**config.mk**
```make
export PLATFORM = sky130hd
export DESIGN_NAME = rmv_ram
export DESIGN_NICKNAME = d
export VERILOG_FILES = /design/src/rtl/core/rmv_ram.sv
export SDC_FILE = /design/constraint.sdc
export NUM_CORES = 2
export LEC_CHECK = 0
export ABC_AREA = 1
export BUFFER_PORTS_ARGS = -buffer_cell sky130_fd_sc_hd__buf_2
export CAP_MARGIN = 40
export CELL_PAD_IN_SITES_DETAIL_PLACEMENT = 1
export CELL_PAD_IN_SITES_GLOBAL_PLACEMENT = 1
export CORE_UTILIZATION = 52
export CTS_CLUSTER_SIZE = 30
export DETAILED_ROUTE_END_ITERATION = 16
export PLACE_DENSITY_LB_ADDON = 0.15
export SETUP_SLACK_MARGIN = 0.05
export SLEW_MARGIN = 5
export SYNTH_ARGS = -nofsm -noshare
export SYNTH_HDL_FRONTEND = slang
export SYNTH_SLANG_ARGS = --single-unit
```
**constraint.sdc**
```tcl
create_clock -name clk -period 9.5 [get_ports clk]
set_clock_uncertainty 0.1 [all_clocks]
set_input_delay 0.475 -clock clk [delete_from_list [all_inputs] [get_ports clk]]
set_output_delay 0.475 -clock clk [all_outputs]
set_load 0.005 [all_outputs]
```
**src/rtl/core/rmv_ram.sv**
```systemverilog
// ----------------------------------------------------------------------------
// rmv_ram
// Generic single-write, single-read RAM with registered read data.
// ----------------------------------------------------------------------------
module rmv_ram #(
	parameter int WIDTH = 64,
	parameter int DEPTH = 64,
	localparam int AW = (DEPTH > 1) ? $clog2(DEPTH) : 1
) (
	input  logic             clk,
	input  logic             we,
	input  logic [AW-1:0]    waddr,
	input  logic [WIDTH-1:0] wdata,
	input  logic [AW-1:0]    raddr,
	output logic [WIDTH-1:0] rdata
);

	logic [WIDTH-1:0] mem [DEPTH];

	always_ff @(posedge clk) begin
		if (we) begin
			mem[waddr] <= wdata;
		end
		rdata <= mem[raddr];
	end

endmodule

```
Word level (Yosys, flattened, before mapping)
Memories as Yosys holds them, arrays and structs flattened. A register that Yosys moved wholly into a read port is not among the register bits.
Cells that the tools add are included.
{"block": "totals", "inputBits": 78, "out_inout_bits": 64, "regBits": 0, "mem_bits_rw": 4096, "mem_count": 1}
{"block": "op_classes", "n_mux": 2}
{"name": "mem", "words": 64, "width": 64, "rd": 1, "rd_clocked_by_memory_dff": 1, "write_ports": 1, "line": "18", "rtl": "logic [WIDTH-1:0] mem [DEPTH];"}
{"operator": "$mux W1", "count": 2}

Longest topological paths before layout
{"block": "depth", "word_depth": 2, "mapped_depth": 13}

Worst setup path after synthesis
No wires, ideal clock.
{"block": "synth_timing", "kind": "input to register", "start": "input we", "end": "memory mem[48][0], enable pin", "n_path_buf": 1, "setup_slack_ns": 1.643, "path_stages": 3, "t_arrival_ns": 7.111, "cell_sequence": "clkbuf_1 -> nand4_1 -> nor4_1"}
{"block": "synth_via", "elab_chain_cells": 2}
{"item": "start, declared", "line": "11", "rtl": "input logic we,"}
{"item": "$mux W1", "line": "21", "rtl": "if (we) begin"}
{"item": "$mux W1 (implied by the code)", "line": "22", "rtl": "mem[waddr] <= wdata;"}
{"item": "end, declared", "line": "18"}
No other way between the ends.

==> run metrics <==
WL/cell between 30 and 40 µm; cell row count 206; largest net degree at the start of global routing 212; register bit total from synthesis 4160; final period utilization 40.6%; Final Critical Period 3.86 ns; clock-pin slew on the worst setup and hold paths around 0.06 ns; clock buffer count from CTS 423; DPL Wire Length about 300 mm; WS Path Type input pin to flop; Placement Setup Slack 4.90 ns; Final Instance Area 186000 µm²; RR Startpoint mem[41][34]$_DFFE_PP_; Routed Antenna Nets 0; P&R area growth vs syn 12.7%; Vias about 120k; Pins Over Slew Limit 0; Setup crit start raddr[0]; Max Cap Violations 0; Arr. time, crit path between 4 and 5 ns; post-synthesis sequential area ratio 75.2%; Ys Warns 0; Static Leak 65.6 nW; Iteration-0 DRC Markers 14.1k; gpl congestion 0.795; Comb pwr share between 6 and 7%; Crit Path Max Fanout 92; syn_nets 13.5k; CTS tree yes; setup violators final 0; total setup buffers inserted after CTS 0; initial antenna violation count 38; Power Dens Cells 210 nW/µm²; DRC viols 0; R2R depth 8; Hold WC Path Type input pin to flop; Mapped Area around 170000 µm²; Pwr Total between 30 and 40 mW; PortBufs 141; switching share of power 22.9%; Critical Path RT 10.32 ns; Die Wd 566 µm; GRT Total Usage between 30% and 40%; fmax about 0.26 GHz; Congestion Overflow GR 0; Yosys cell types 16; die area 320000 µm²; Bufs on Longest Clock Path 4; drt via density 6.44; floorplan core area 315000 µm²; io pins about 140; Net Sw Power 8.96 mW; first-pass GRT wire length 822 mm; DIE HEIGHT 566 µm; Gate Count Post-Synth around 13k; CP Capture Type flop; status finished clean; Routed WL 576 mm; FF-to-FF setup slack 7.62 ns; Critical R2R Capture rdata[34]$_DFF_P_; TritonRoute pass-1 iters 6; end of the critical path rdata[39]$_DFF_P_; clock group share of total power 41.8%; RSZ-0062 raised after global routing false; initial cell density of the core a little over half; syn_area_per_cell about 12 µm²; CTS sink cnt between 4k and 5k; cell internal pwr 30.2 mW; final hold violations 0; share of layout cells above drive strength 1 8.27%; clock tree root buffer cell clkbuf_16; part of the power in registers 52.1%; Setup crit start kind input pin; H-Tree Depth 5; number of global-route vias before repair 119k; Filler Cells Inserted 31.0k; # nets final 13.6k; Skew-Pair Late Insertion Delay approximately 1 ns; worst slew pin tran 1.30 ns; final worst slack 5.64 ns; Cell Area, Placed between 150000 and 200000 µm²; setup TNS 0 ns; peak supply drop approximately 170 µV; normalized max-slew margin 13.6%
cell families (layout without fill, tap and decap cells):
group                  Yosys count  count (layout)  synth area share (%)
buffers and inverters          909            1344                  2.95
DFF                           4160            4160                  75.2
other                            0              15                     0
and+or+nand+nor               8336            8336                  21.9
how the worst min path moves through the flow:
stage,from,to,slack [ns],cells after the start
after floorplan,wdata[0],mem[0][0]$_DFFE_PP_,0.47,0
after global placement,mem[10][24]$_DFFE_PP_,rdata[24]$_DFF_P_,0.67,8
after detailed placement,wdata[34],mem[42][34]$_DFFE_PP_,0.62,1
after CTS,wdata[39],mem[51][39]$_DFFE_PP_,0.06,2
after global routing,waddr[5],mem[40][43]$_DFFE_PP_,0.07,3
final,waddr[5],mem[40][41]$_DFFE_PP_,0.07,3
cells in the mapped netlist (all sizes together):
library cell,count,area share (%)
nand4,9,0.034
clkbuf,147,0.33
dfxtp,64,0.78
nand2,4416,10
edfxtp,4096,74
inv,12,0.030
nand3,3847,12
buf,750,2.6
nor2,56,0.13
nor4,8,0.030
power by group through the flow:
stage | registers (mW) | clock network (mW) | logic, mW
2_1_floorplan | 20.7 | 0 | 1.25
3_3_place_gp | 20.8 | 0 | 2.11
3_5_place_dp | 20.8 | 0 | 2.30
4_1_cts | 20.4 | 16.5 | 2.36
5_1_grt | 20.4 | 17.1 | 2.54
6_report | 20.4 | 16.4 | 2.39
cell usage in the layout, fill, tap and decap left out, types with 26 or more instances in the layout:
cell type	instances
nand2_1	4416
edfxtp_1	4096
nand3_1	3847
clkbuf_16	433
buf_4	191
buf_2	135
clkbuf_1	115
buf_12	102
clkinv_1	85
buf_16	65
dfxtp_1	64
clkinv_2	63
dlygate4sd3_1	58
nor2_4	56
bufinv_16	28
clkbuf_8	26
flip-flops by register name, indices dropped and copies added, names as in the netlist:
signal  flops
rdata      64
mem      4096
cell type report:
cell class	instances	area [µm²]	area share [%]
Antenna cell	15	37.5	0.0201
Clock buffer	574	11600	6.24
Clock inverter	194	1710	0.920
Inverter	12	103	0.0551
Multi-Input combinational cell	8336	36600	19.7
Sequential cell	4160	124000	66.7
Tap cell	4160	5200	2.79
Timing Repair Buffer	564	6710	3.60
stage by stage:
| stage | cells | hold WS (ns) | util (%) |
|---|---|---|---|
| 2_1_floorplan | 13405 | 0.474 | - |
| 3_3_place_gp | 17031 | 0.673 | 53.6 |
| 3_5_place_dp | 17169 | 0.616 | 54.6 |
| 4_1_cts | 17994 | 0.0572 | 59.0 |
| 5_1_grt | 18006 | 0.0683 | 59.0 |
| 6_report | 18015 | 0.0711 | 59.0 |
per-layer routing:
layer	GRT usage (%)	vias up	share of wire, %
met3	5.49	1528	9.3
met5	0	-	0.024
met2	57.8	6521	48
met1	45.8	59907	37
met4	18.2	22	5.7
li1	-	48057	-
worst max-delay path: stages:
cell	delay (ns)
buf_12	0.35
buf_4	0.74
buf_4	0.76
buf_4	0.83
nand2_1	0.14
nand3_1	0.14
nand3_1	0.11
nand3_1	0.11
nand3_1	0.18
nand2_1	0.14
nand2_1	0.17
nand2_1	0.15
timing repair:
| action | in CTS | in global routing |
|---|---|---|
| hold buffers | 57 | 1 |
| resized for setup | 0 | 0 |
| hold endpoints to repair | 2610 | 64 |
No activity file was read; power rests on OpenSTA's default activity.
