File: src/rtl/core/rmv_pkg.sv
// ----------------------------------------------------------------------------
// rmv_pkg
// Shared types and constants of the running mean and variance merge unit:
// widths of the shared shift-add / shift-subtract unit and its command format.
// ----------------------------------------------------------------------------
package rmv_pkg;

	localparam int MAX_FEATURES_DEF = 64;

	localparam int WIDE_W = 96;   // product accumulator / dividend shifter
	localparam int QUO_W  = 66;   // widest quotient (merged second moment / total)
	localparam int REM_W  = 33;   // remainder, holds anything below the total count
	localparam int MPL_W  = 33;   // multiplier shifter, msb first
	localparam int OPND_W = 64;   // multiplicand, or divisor in the low bits
	localparam int CNT_W  = 7;    // step count, up to QUO_W

	// shared unit operations
	localparam logic ALU_MUL = 1'b0;
	localparam logic ALU_DIV = 1'b1;

	typedef struct packed {
		logic              op;
		logic [CNT_W-1:0]  count;
		logic [WIDE_W-1:0] wide;
		logic [REM_W-1:0]  rem;
		logic [MPL_W-1:0]  mpl;
		logic [OPND_W-1:0] opnd;
	} rmv_cmd_t;

	typedef struct packed {
		logic              busy;
		logic [WIDE_W-1:0] wide;
		logic [QUO_W-1:0]  quo;
	} rmv_res_t;

endpackage

File: src/rtl/core/rmv_alu.sv
// ----------------------------------------------------------------------------
// rmv_alu
// Shared iterative unit: msb-first shift-add multiply or restoring
// shift-subtract divide, one bit per cycle, for a commanded number of steps.
// ----------------------------------------------------------------------------
module rmv_alu
	import rmv_pkg::*;
(
	input  logic     clk,
	input  logic     arst_n,
	input  logic     start,
	input  rmv_cmd_t cmd,
	output rmv_res_t res
);

	logic              busy_q;
	logic [CNT_W-1:0]  cnt_q;
	logic              op_q;
	logic [WIDE_W-1:0] wide_q;
	logic [REM_W-1:0]  rem_q;
	logic [QUO_W-1:0]  quo_q;
	logic [MPL_W-1:0]  mpl_q;
	logic [OPND_W-1:0] opnd_q;

	logic [WIDE_W-1:0] mul_add;
	logic [WIDE_W-1:0] mul_next;
	logic [REM_W:0]    trial;
	logic [REM_W+1:0]  diff;
	logic              qbit;
	logic [REM_W-1:0]  rem_next;

	always_comb begin
		mul_add  = mpl_q[MPL_W-1] ? {{(WIDE_W-OPND_W){1'b0}}, opnd_q} : '0;
		mul_next = {wide_q[WIDE_W-2:0], 1'b0} + mul_add;
		// trial subtract of the divisor from the remainder with the next dividend bit
		trial    = {rem_q, wide_q[WIDE_W-1]};
		diff     = {1'b0, trial} - {2'b00, opnd_q[REM_W-1:0]};
		qbit     = !diff[REM_W+1];
		rem_next = qbit ? diff[REM_W-1:0] : trial[REM_W-1:0];
	end

	always_ff @(posedge clk or negedge arst_n) begin
		if (!arst_n) begin
			busy_q <= 1'b0;
			cnt_q  <= '0;
		end else if (start) begin
			busy_q <= 1'b1;
			cnt_q  <= cmd.count;
		end else if (busy_q) begin
			cnt_q <= cnt_q - CNT_W'(1);
			if (cnt_q == CNT_W'(1)) begin
				busy_q <= 1'b0;
			end
		end
	end

	always_ff @(posedge clk) begin
		if (start) begin
			op_q   <= cmd.op;
			wide_q <= cmd.wide;
			rem_q  <= cmd.rem;
			mpl_q  <= cmd.mpl;
			opnd_q <= cmd.opnd;
			quo_q  <= '0;
		end else if (busy_q) begin
			unique case (op_q)
				ALU_MUL: begin
					wide_q <= mul_next;
					mpl_q  <= {mpl_q[MPL_W-2:0], 1'b0};
				end
				ALU_DIV: begin
					wide_q <= {wide_q[WIDE_W-2:0], 1'b0};
					rem_q  <= rem_next;
					quo_q  <= {quo_q[QUO_W-2:0], qbit};
				end
				default: begin
					wide_q <= wide_q;
				end
			endcase
		end
	end

	assign res.busy = busy_q;
	assign res.wide = wide_q;
	assign res.quo  = quo_q;

endmodule

File: config.mk
export PLATFORM = sky130hd
export DESIGN_NAME = rmv_alu
export DESIGN_NICKNAME = d
export VERILOG_FILES = /design/src/rtl/core/rmv_pkg.sv /design/src/rtl/core/rmv_alu.sv
export SDC_FILE = /design/constraint.sdc
export NUM_CORES = 1
export LEC_CHECK = 0
export BUFFER_PORTS_ARGS = -buffer_cell sky130_fd_sc_hd__buf_2
export CORE_ASPECT_RATIO = 0.6
export CORE_MARGIN = 2
export CORE_UTILIZATION = 40
export DETAILED_ROUTE_END_ITERATION = 6
export HOLD_SLACK_MARGIN = 0.02
export PLACE_DENSITY_LB_ADDON = 0.2
export SYNTH_ARGS = -nofsm -noshare
export SYNTH_HDL_FRONTEND = slang
export SYNTH_SLANG_ARGS = --single-unit
File: constraint.sdc
create_clock -name clk -period 4.7 [get_ports clk]
set_input_delay 0.94 -clock clk [delete_from_list [all_inputs] [get_ports clk]]
set_output_delay 0.94 -clock clk [all_outputs]
set_load 0.02 [all_outputs]
=== Yosys cells after proc, flatten, opt, wreduce, memory -nomap -nowiden ===
Index checks and enable logic that the tools add are counted.

* Bits in registers: 301
* Output and inout bits: 163

* Reductions and logical operators: 6
* Bitwise operators: 1
* Equality and inequality tests: 2
* Multiplexer cells: 16
* $add $sub $neg: 3

{| class="wikitable"
|+ Operators by type and width
! kind !! count
|-
| $mux 33 || 7
|-
| $mux 96 || 2
|-
| $pmux 96 s2 || 1
|-
| $add 96x64->96 || 1
|-
| $mux 64 || 1
|-
| $sub 34x33->35 || 1
|-
| $mux 7 || 2
|-
| $eq 7x1->1 const B || 1
|-
| $sub 7x1->7 const B || 1
|-
| $reduce_and 2->1 || 3
|-
| $reduce_bool 2->1 || 2
|-
| $mux 1 || 3
|-
| $ne 2x2->1 const B || 1
|-
| $logic_not 1->1 || 1
|-
| $not 1->1 || 1
|}

=== Longest topological paths before layout ===
Gate-level depths: netlist of the first run.

* Depth after elaboration: 5
* Depth in mapped cells: 16
* Depth with buffers taken out: 14

=== Worst setup path after synthesis of the first run ===
OpenSTA, ideal clock, no wires.

* Path kind: input port to flip-flop
* From: input start
* To: register wide_q[0], enable pin
* Required time: 3.794 ns
* Data arrival time: 3.460 ns
* Stages on the path: 5
* Library setup time: 0.906 ns
* Buffers on the path: 3
* Slack: 0.334 ns
* Cell sequence: clkbuf_1 -> inv_2 -> clkbuf_1 -> clkbuf_1 -> nand2_1

* Longest elaborated chain between the ends: 1

{| class="wikitable"
|+ Ends and longest elaborated chain
! what !! RTL line !! RTL
|-
| start: declaration || rmv_alu.sv:11 || <nowiki>input logic start,</nowiki>
|-
| $reduce_bool 2->1 (no line) || -- ||
|-
| end signal: assignment || rmv_alu.sv:60 || <nowiki>wide_q <= cmd.wide;</nowiki>
|-
| end signal: assignment || rmv_alu.sv:68 || <nowiki>wide_q <= mul_next;</nowiki>
|-
| end signal: assignment || rmv_alu.sv:72 || <nowiki>wide_q <= {wide_q[WIDE_W-2:0], 1'b0};</nowiki>
|-
| end: declaration || rmv_alu.sv:19 || <nowiki>logic [WIDE_W-1:0] wide_q;</nowiki>
|}

Every way passes these cells.
A chain may end at the register's enable or synchronous reset.

=== Worst setup path in the final report of the first run ===
* From: register mpl_q[32]
* To: register wide_q[83] (data pin)

* Longest elaborated chain between the ends: 5

{| class="wikitable"
|+ Ends and longest elaborated chain
! what !! RTL line !! RTL
|-
| start: declaration || rmv_alu.sv:22 || <nowiki>logic [MPL_W-1:0] mpl_q;</nowiki>
|-
| start signal: assignment || rmv_alu.sv:62 || <nowiki>mpl_q <= cmd.mpl;</nowiki>
|-
| start signal: assignment || rmv_alu.sv:69 || <nowiki>mpl_q <= {mpl_q[MPL_W-2:0], 1'b0};</nowiki>
|-
| $mux 64 || rmv_alu.sv:33 || <nowiki>mul_add = mpl_q[MPL_W-1] ? {{(WIDE_W-OPND_W){1'b0}}, opnd_q} : '0;</nowiki>
|-
| $add 96x64->96 || rmv_alu.sv:34 || <nowiki>mul_next = {wide_q[WIDE_W-2:0], 1'b0} + mul_add;</nowiki>
|-
| $pmux 96 s2 || rmv_alu.sv:66 || <nowiki>unique case (op_q)</nowiki>
|-
| $mux 96 || rmv_alu.sv:65 || <nowiki>end else if (busy_q) begin</nowiki>
|-
| $mux 96 || rmv_alu.sv:58 || <nowiki>if (start) begin</nowiki>
|}

Every way passes these cells. The select of a mux whose other input is x is not followed.

==> impl_summary.txt, run 1 <==
----------------------------------------------------
[Synth]
  Synthesized netlist net count ... 2336
  Number of instances in the synthesized netlist ... 1999
  Async set or reset register ratio after synthesis ... 0.0266
  YS warnings ... 0
  Portion of synthesized cell area occupied by the leading cell type ... 0.362
  Netlist area before placement ... around 19000 sq um
  Cell types occupying the most area after synthesis ... edfxtp_1, dfxtp_1, nand2_1
  Synth cell types ... 86
  Sequential cell area fraction in the yosys report ... 0.443
  Number of register bits inferred by synthesis ... 301
  Mean Syn Cell Area ... 9.41 sq um
  Number of enable-type register cells in the synthesized netlist ... 227
  Dominant cell type by area after synthesis ... edfxtp_1
  Dominant register cell in the synthesized netlist ... edfxtp_1

[Floorplanning]
  Std-Cell Core Area ... 46300 sq um
  Die Y ... 172 um
  Effective utilization at floorplan ... 0.406
  FP Rows ... 61
  Number of top-level pins ... 400
  Overall die area ... 48800 sq um
  Horizontal die dimension ... about 280 um

[Worst setup path]
  Arrival time of the worst setup path ... 4.53 ns
  Worst-path fanout max ... 62
  Critical Path End Type ... flip-flop
  Critical path data required time ... 5.01 ns
  Critical path, cell by cell ... buf_4 -> nand2_1 -> fa_1 -> nand2b_1 -> a21oi_1 -> o2111ai_1 -> a21oi_1 -> o21ai_0 -> nand4_2 -> a31oi_4 -> nor4_1 -> xnor2_1 -> o21ai_0
  Worst-case register-to-register setup slack ... roughly 0.48 ns
  Crit-path max cell delay ... 0.47 ns
  Cell with the biggest individual delay on the critical path ... buf_4
  Kind of critical path ... reg2reg
  Startpoint type of the worst setup path ... flip-flop

[Detailed routing]
  Number of nets still failing antenna checks after routing ... 0
  Mean number of vias per cell ... 5.40
  Detailed-route DRC error count ... 0
  WL final ... 59.0 mm
  Via count ... 16200
  Routed WL per cell ... 19.6 um
  Starting DRT DRC Count ... around 1300
  First drt pass iteration count ... 7

[Clock tree]
  Number of buffers added for setup after CTS ... 0
  Clock Sinks ... 301
  Deepest clock path buffer count ... 3
  Root buffer selected by CTS ... clkbuf_16
  Clock latency of the later-clocked register in the worst-skew pair ... about 0.6 ns
  Clock slew at the register clock pins of the worst setup and hold paths ... roughly 0.070 ns
  Clock buffers created by TritonCTS ... 31
  TritonCTS clock tree ... built
  # H-tree levels ... 1
  Number of hold buffers added after cts ... 0
  Total of cells resized after clock tree synthesis ... 0

[Timing]
  Final-layout worst hold slack ... 0.174 ns
  Slew at the pin closest to its max-slew limit ... 0.885 ns
  Number of pins with negative max-slew slack in the final report ... 0
  Sum Neg Setup Slack ... 0 ns
  Highest attainable clock frequency ... 0.237 GHz
  Setup Skew ... 0.0184 ns
  Max_slew headroom ... 0.410
  Final worst-path cycle share ... 0.898
  Setup violators final ... 0
  Minimum clock period ... roughly 4.2 ns
  Hold Violations, Final ... 0
  Setup repair after global routing missed its margin ... no

[Finish]
  Count of filler cells inserted in the layout ... around 4500
  Cell area after layout ... 22400 sq um
  Sequential cell area ... roughly 8300 sq um
  Share of layout cells above drive strength 1 ... 0.242
  Area of the multi-input gates ... between 9000 and 10000 sq um
  Post-layout nets ... about 2700
  Syn-to-layout area delta ... 18.9%

[Global route]
  Number of global-route vias before repair ... 15200
  Maximum number of pins on one net before global-route repair ... 171
  Wire length of the first global-routing pass ... 88.4 mm
  GR Overflow Total ... 0
  Number of antenna violations at the first check in global routing ... 12
  Global-route usage over all layers ... 0.231

[Power]
  Leak Pwr ... between 9 and 10 nW
  Power per cell area ... 457 nW/um^2
  Part of the power in combinational logic ... 0.395
  Post-layout total power ... ~10 mW
  Sequential cell fraction of total power ... 0.357
  Sw Share ... 0.380
  Internal power component ... 6.33 mW
  Peak VDD IR ... around 0.00037 V
  Net switching power ... 3.88 mW
  Clock power share ... 0.248

[Placed design]
  Post-place instance area ... 21300 sq um
  Quantity of I/O buffers inserted on ports ... 399
  Routability cong. ... 0.932
  HPWL reported at the end of detailed placement ... 44.4 mm

[Outcome]
  Run status ... complete, no violations

[Min path]
  Min-delay worst type ... in2async

[Job]
  Reported max-cap violation count ... 0

----------------------------------------------------
## layout make-up
cell class | instances | share of cell area
clock inverters | 23 | 0.0103
well taps | 630 | 0.0352
multi-input cells | 1509 | 0.435
clock buffers | 35 | 0.0354
inverters | 79 | 0.0134
flip-flops and latches | 301 | 0.373
diodes | 10 | 0.00112
repair buffers | 415 | 0.0968
## cell usage after synthesis (59+ instances only)
cell        n
o21ai_0   134
and2_1     67
ha_1       98
a21oi_1   209
inv_1      78
nor2_1     77
dfxtp_1    66
edfxtp_1  227
nand2_1   330
mux2_2     59
xnor2_1    66
clkbuf_1   70
## per-stage QoR
stage          worst slack (ns)  std cells  utilization
3_3_place_gp              0.637       2934        0.460
6_report                  0.480       3002        0.483
4_1_cts                   0.512       2992        0.482
3_5_place_dp              0.532       2934        0.460
2_1_floorplan             0.334       1999            -
5_1_grt                   0.163       3002        0.483
## registers in the layout, indices dropped and copies added, names as in the netlist
register  cells
wide_q       96
rem_q        33
busy_q        1
op_q          1
opnd_q       64
mpl_q        33
cnt_q         7
quo_q        66
## worst paths after layout
check | startpoint | endpoint | cells past startpoint
min reg2reg | quo_q[65]$_SDFFE_PP0P_ | quo_q[65]$_SDFFE_PP0P_ | 2
min | arst_n | cnt_q[2]$_DFFE_PN0P_ | 1
max in group asynchronous | arst_n | cnt_q[6]$_DFFE_PN0P_ | 1
max reg2reg | mpl_q[32]$_DFFE_PP_ | wide_q[83]$_DFFE_PP_ | 13
max | mpl_q[32]$_DFFE_PP_ | wide_q[83]$_DFFE_PP_ | 13
min in group clk | quo_q[65]$_SDFFE_PP0P_ | quo_q[65]$_SDFFE_PP0P_ | 2
## kinds of logic after synthesis
group           count (synthesis)  synth area share
compound gates                585             0.191
fa+ha+maj                     100            0.0673
flops                         301             0.443
mux                            61            0.0364
buf+inv                       189            0.0404
xor+xnor                      121            0.0563
simple gates                  642             0.166
## critical path: cells and delay by family (launching register included)
family | cells | cell delay (ns)
adder cells (fa/ha/maj) | 1 | 0.47
XOR/XNOR | 1 | 0.16
buffers and inverters | 1 | 0.47
AND/OR/NAND/NOR | 4 | 1.01
AO/OA/AOI/OAI | 6 | 1.43
flip-flops | 1 | 0.36
## power by group through the flow
| stage | registers (mW) | clock network (mW) | logic [mW] |
|---|---|---|---|
| floorplan | 3.77 | 0 | 2.79 |
| global placement | 3.69 | 0 | 3.93 |
| detailed placement | 3.69 | 0 | 3.97 |
| CTS | 3.64 | 2.60 | 4.00 |
| global route | 3.69 | 2.70 | 4.46 |
| finish | 3.64 | 2.54 | 4.03 |
## cell usage in the layout (no fill, tap or decap), types with 66 or more instances in the layout
cell / n
buf_2: 398
dfxtp_1: 66
xnor2_1: 66
ha_1: 98
nor2_1: 77
and2_1: 66
o21ai_0: 133
a21oi_1: 209
inv_1: 78
edfxtp_1: 227
nand2_1: 327
## per-layer routing
metal | track usage | wire (um)
met1 | 0.344 | 28600
met2 | 0.341 | 25300
met3 | 0.0389 | 3570
met4 | 0.0658 | 1470
met5 | 0 | 9
(Power assumes the default switching activity.)
==> run 2, diff against run 1 <==
--- a/config.mk
+++ b/config.mk
@@ -11,7 +11,7 @@
 export CORE_UTILIZATION = 40
 export DETAILED_ROUTE_END_ITERATION = 6
 export HOLD_SLACK_MARGIN = 0.02
-export PLACE_DENSITY_LB_ADDON = 0.2
+export PLACE_DENSITY_LB_ADDON = 0.15
 export SYNTH_ARGS = -nofsm -noshare
 export SYNTH_HDL_FRONTEND = slang
 export SYNTH_SLANG_ARGS = --single-unit
==> run 2 against run 1 <==
Via count shrank 0.34%. Highest routed layer is now met4. Global-route usage grew 0.28 points. Final area increased by 0.43%. Routed wire length barely moved. Critical endpoint is now wide_q[72]$_DFFE_PP_. Clock-buffer cell count grew 11. Sequential cell count unchanged. Critical path depth unchanged. Utilization rose by 0.21 points. First-iteration DRC count grew 7.5%. Cell count unchanged. Fmax increased by 6.0%. Die area is the same.
==> impl_summary.txt, run 2 (synthesis gave the netlist of run 1 again) <==
----------------------------------------------------
[Outcome]
  Run status ... complete, no violations

[Finish]
  Leading registers by flop count ... wide_q (96), quo_q (66), opnd_q (64)
  Most common cell after layout, fill and taps aside ... buf_2
  Count of filler cells inserted in the layout ... 4518
  Final standard cell count with taps included and fillers excluded ... approximately 3000
  Syn-to-layout area delta ... 19.4%
  Share of layout cells above drive strength 1 ... 0.245
  Post-layout nets ... 2676
  Register ranked first by flip-flop count ... wide_q
  Largest register FFs ... 96
  Top library cells by usage in the layout, fill and taps aside ... buf_2, nand2_1, edfxtp_1, a21oi_1, o21ai_0

[Placed design]
  Routability cong. ... 0.922
  Placed cells ... ~3000
  Quantity of I/O buffers inserted on ports ... 399
  HPWL reported at the end of detailed placement ... around 44 mm

[Worst setup path]
  Worst Reg2Reg Path Length in Cells ... 13
  Critical Path End Type ... flip-flop
  Worst R2R Start ... mpl_q[32]$_DFFE_PP_
  Startpoint type of the worst setup path ... flip-flop
  Critical path data required time ... 4.97 ns
  Arrival time of the worst setup path ... 4.26 ns
  Critical Path Source ... mpl_q[32]$_DFFE_PP_
  Worst-path fanout max ... 64
  Kind of critical path ... reg2reg

[Global route]
  Most crowded layer after global routing ... met2
  Wire length of the first global-routing pass ... 88.9 mm
  Global-route usage over all layers ... 0.233
  GR Overflow Total ... 0
  GRT met1 Usage ... 0.344
  Number of antenna violations at the first check in global routing ... 10
  Maximum number of pins on one net before global-route repair ... 176
  GR Util met2 ... 0.354
  GRT met3 Usage ... 0.0392
  Number of global-route vias before repair ... around 15000

[Detailed routing]
  Via count ... 16200
  WL final ... 59.0 mm
  Number of nets still failing antenna checks after routing ... 0
  Starting DRT DRC Count ... 1355
  Routed WL per cell ... 19.6 um
  Mean number of vias per cell ... about 5.4
  Detailed-route DRC error count ... 0
  First drt pass iteration count ... 5

[Floorplanning]
  Overall die area ... between 40000 and 50000 sq um
  Effective utilization at floorplan ... 0.406
  Die Y ... 172 um
  Number of top-level pins ... 400
  Std-Cell Core Area ... 46300 sq um
  FP Rows ... between 60 and 70
  Horizontal die dimension ... 284 um

[Timing]
  Minimum clock period ... ~4.0 ns
  Setup Skew ... 0.0162 ns
  Highest attainable clock frequency ... ~0.25 GHz
  Setup violators final ... 0
  Slew at the pin closest to its max-slew limit ... 0.844 ns
  Sum Neg Setup Slack ... 0 ns
  Max_slew headroom ... 0.437
  Number of pins with negative max-slew slack in the final report ... 0
  Setup repair after global routing missed its margin ... no
  Hold Violations, Final ... 0
  Final worst-path cycle share ... 0.847
  Final-layout worst hold slack ... roughly 0.23 ns

[Power]
  Internal power component ... 6.49 mW
  Power per cell area ... 462 nW/um^2
  Peak VDD IR ... 0.000227 V
  Sw Share ... 0.375
  Clock power share ... 0.258
  Part of the power in combinational logic ... 0.390
  Leak Pwr ... 9.23 nW
  Sequential cell fraction of total power ... 0.352
  Net switching power ... 3.89 mW

[Clock tree]
  TritonCTS clock tree ... built
  # H-tree levels ... 2
  Clock slew at the register clock pins of the worst setup and hold paths ... 0.06 ns
  Deepest clock path buffer count ... 3
  Clock Sinks ... ~300
  Number of buffers added for setup after CTS ... 0
  Total of cells resized after clock tree synthesis ... 0
  Root buffer selected by CTS ... clkbuf_16
  Number of hold buffers added after cts ... 0
  Clock buffers created by TritonCTS ... 34
  Clock latency of the later-clocked register in the worst-skew pair ... 0.54 ns

[Job]
  Reported max-cap violation count ... 0

[Min path]
  Min-delay worst type ... in2async

----------------------------------------------------
-- run 2: cell count changes in the layout (fill, tap and decap cells not counted), moves of 2 or more --
cell,delta
clkinv_2,+4
clkinvlp_4,-4
diode_2,-2
clkinv_1,-4
clkbuf_16,+4
buf_4,-3
clkbuf_8,+7
bufinv_16,-2
buf_12,+2
-- run 2: layout make-up --
type	instances	area (sq um)	share of cell area
diodes	8	20.0	0.000891
clock buffers	46	987	0.0440
clock inverters	15	119	0.00529
inverters	79	299	0.0133
multi-input cells	1509	9730	0.433
flip-flops and latches	301	8340	0.371
well taps	630	788	0.0351
repair buffers	414	2180	0.0971
-- run 2: worst max-delay path: stages, from the launching register on --
cell and delay, ns:
edfxtp_1 0.41, buf_12 0.20, and2_1 0.17, ha_1 0.43, a21oi_1 0.13, o21ai_0 0.48
a21oi_1 0.11, o211a_1 0.25, o211ai_1 0.25, o211ai_2 0.15, a21oi_4 0.57, nor3b_2 0.30
xnor2_1 0.14, o21ai_1 0.07
-- run 2: final timing paths --
kind	to	slack (ns)
max in group asynchronous	cnt_q[6]$_DFFE_PN0P_	4.30
min in group clk	quo_q[65]$_SDFFE_PP0P_	0.46
max reg2reg	wide_q[72]$_DFFE_PP_	0.72
min reg2reg	quo_q[65]$_SDFFE_PP0P_	0.46
max	wide_q[72]$_DFFE_PP_	0.72
min	cnt_q[5]$_DFFE_PN0P_	0.23
-- run 2: routing by layer --
metal / wire (um) / vias up / part of all wire
met5: 0 / - / 0
met1: 28600 / 7690 / 0.49
met4: 1190 / 0 / 0.020
met2: 25600 / 502 / 0.43
li1: - / 7898 / -
met3: 3600 / 74 / 0.061
-- run 2: power by group through the flow --
stage                     registers (mW)  clock network (mW)  logic [mW]
after global routing                3.70                2.86        4.49
after CTS                           3.65                2.75        4.03
after floorplan                     3.77                   0        2.79
after global placement              3.70                   0        3.97
after detailed placement            3.70                   0        4.00
final                               3.66                2.68        4.05
-- run 2: stage by stage --
stage / power, mW / cell area (sq um) / setup slack, ns / util
after floorplan: 6.56 / 18800 / 0.334 / -
after global placement: 7.67 / 21300 / 0.836 / 0.461
after global routing: 11.0 / 22500 / 0.486 / 0.485
after detailed placement: 7.70 / 21300 / 0.807 / 0.461
final: 10.4 / 22500 / 0.717 / 0.485
after CTS: 10.4 / 22400 / 0.773 / 0.484
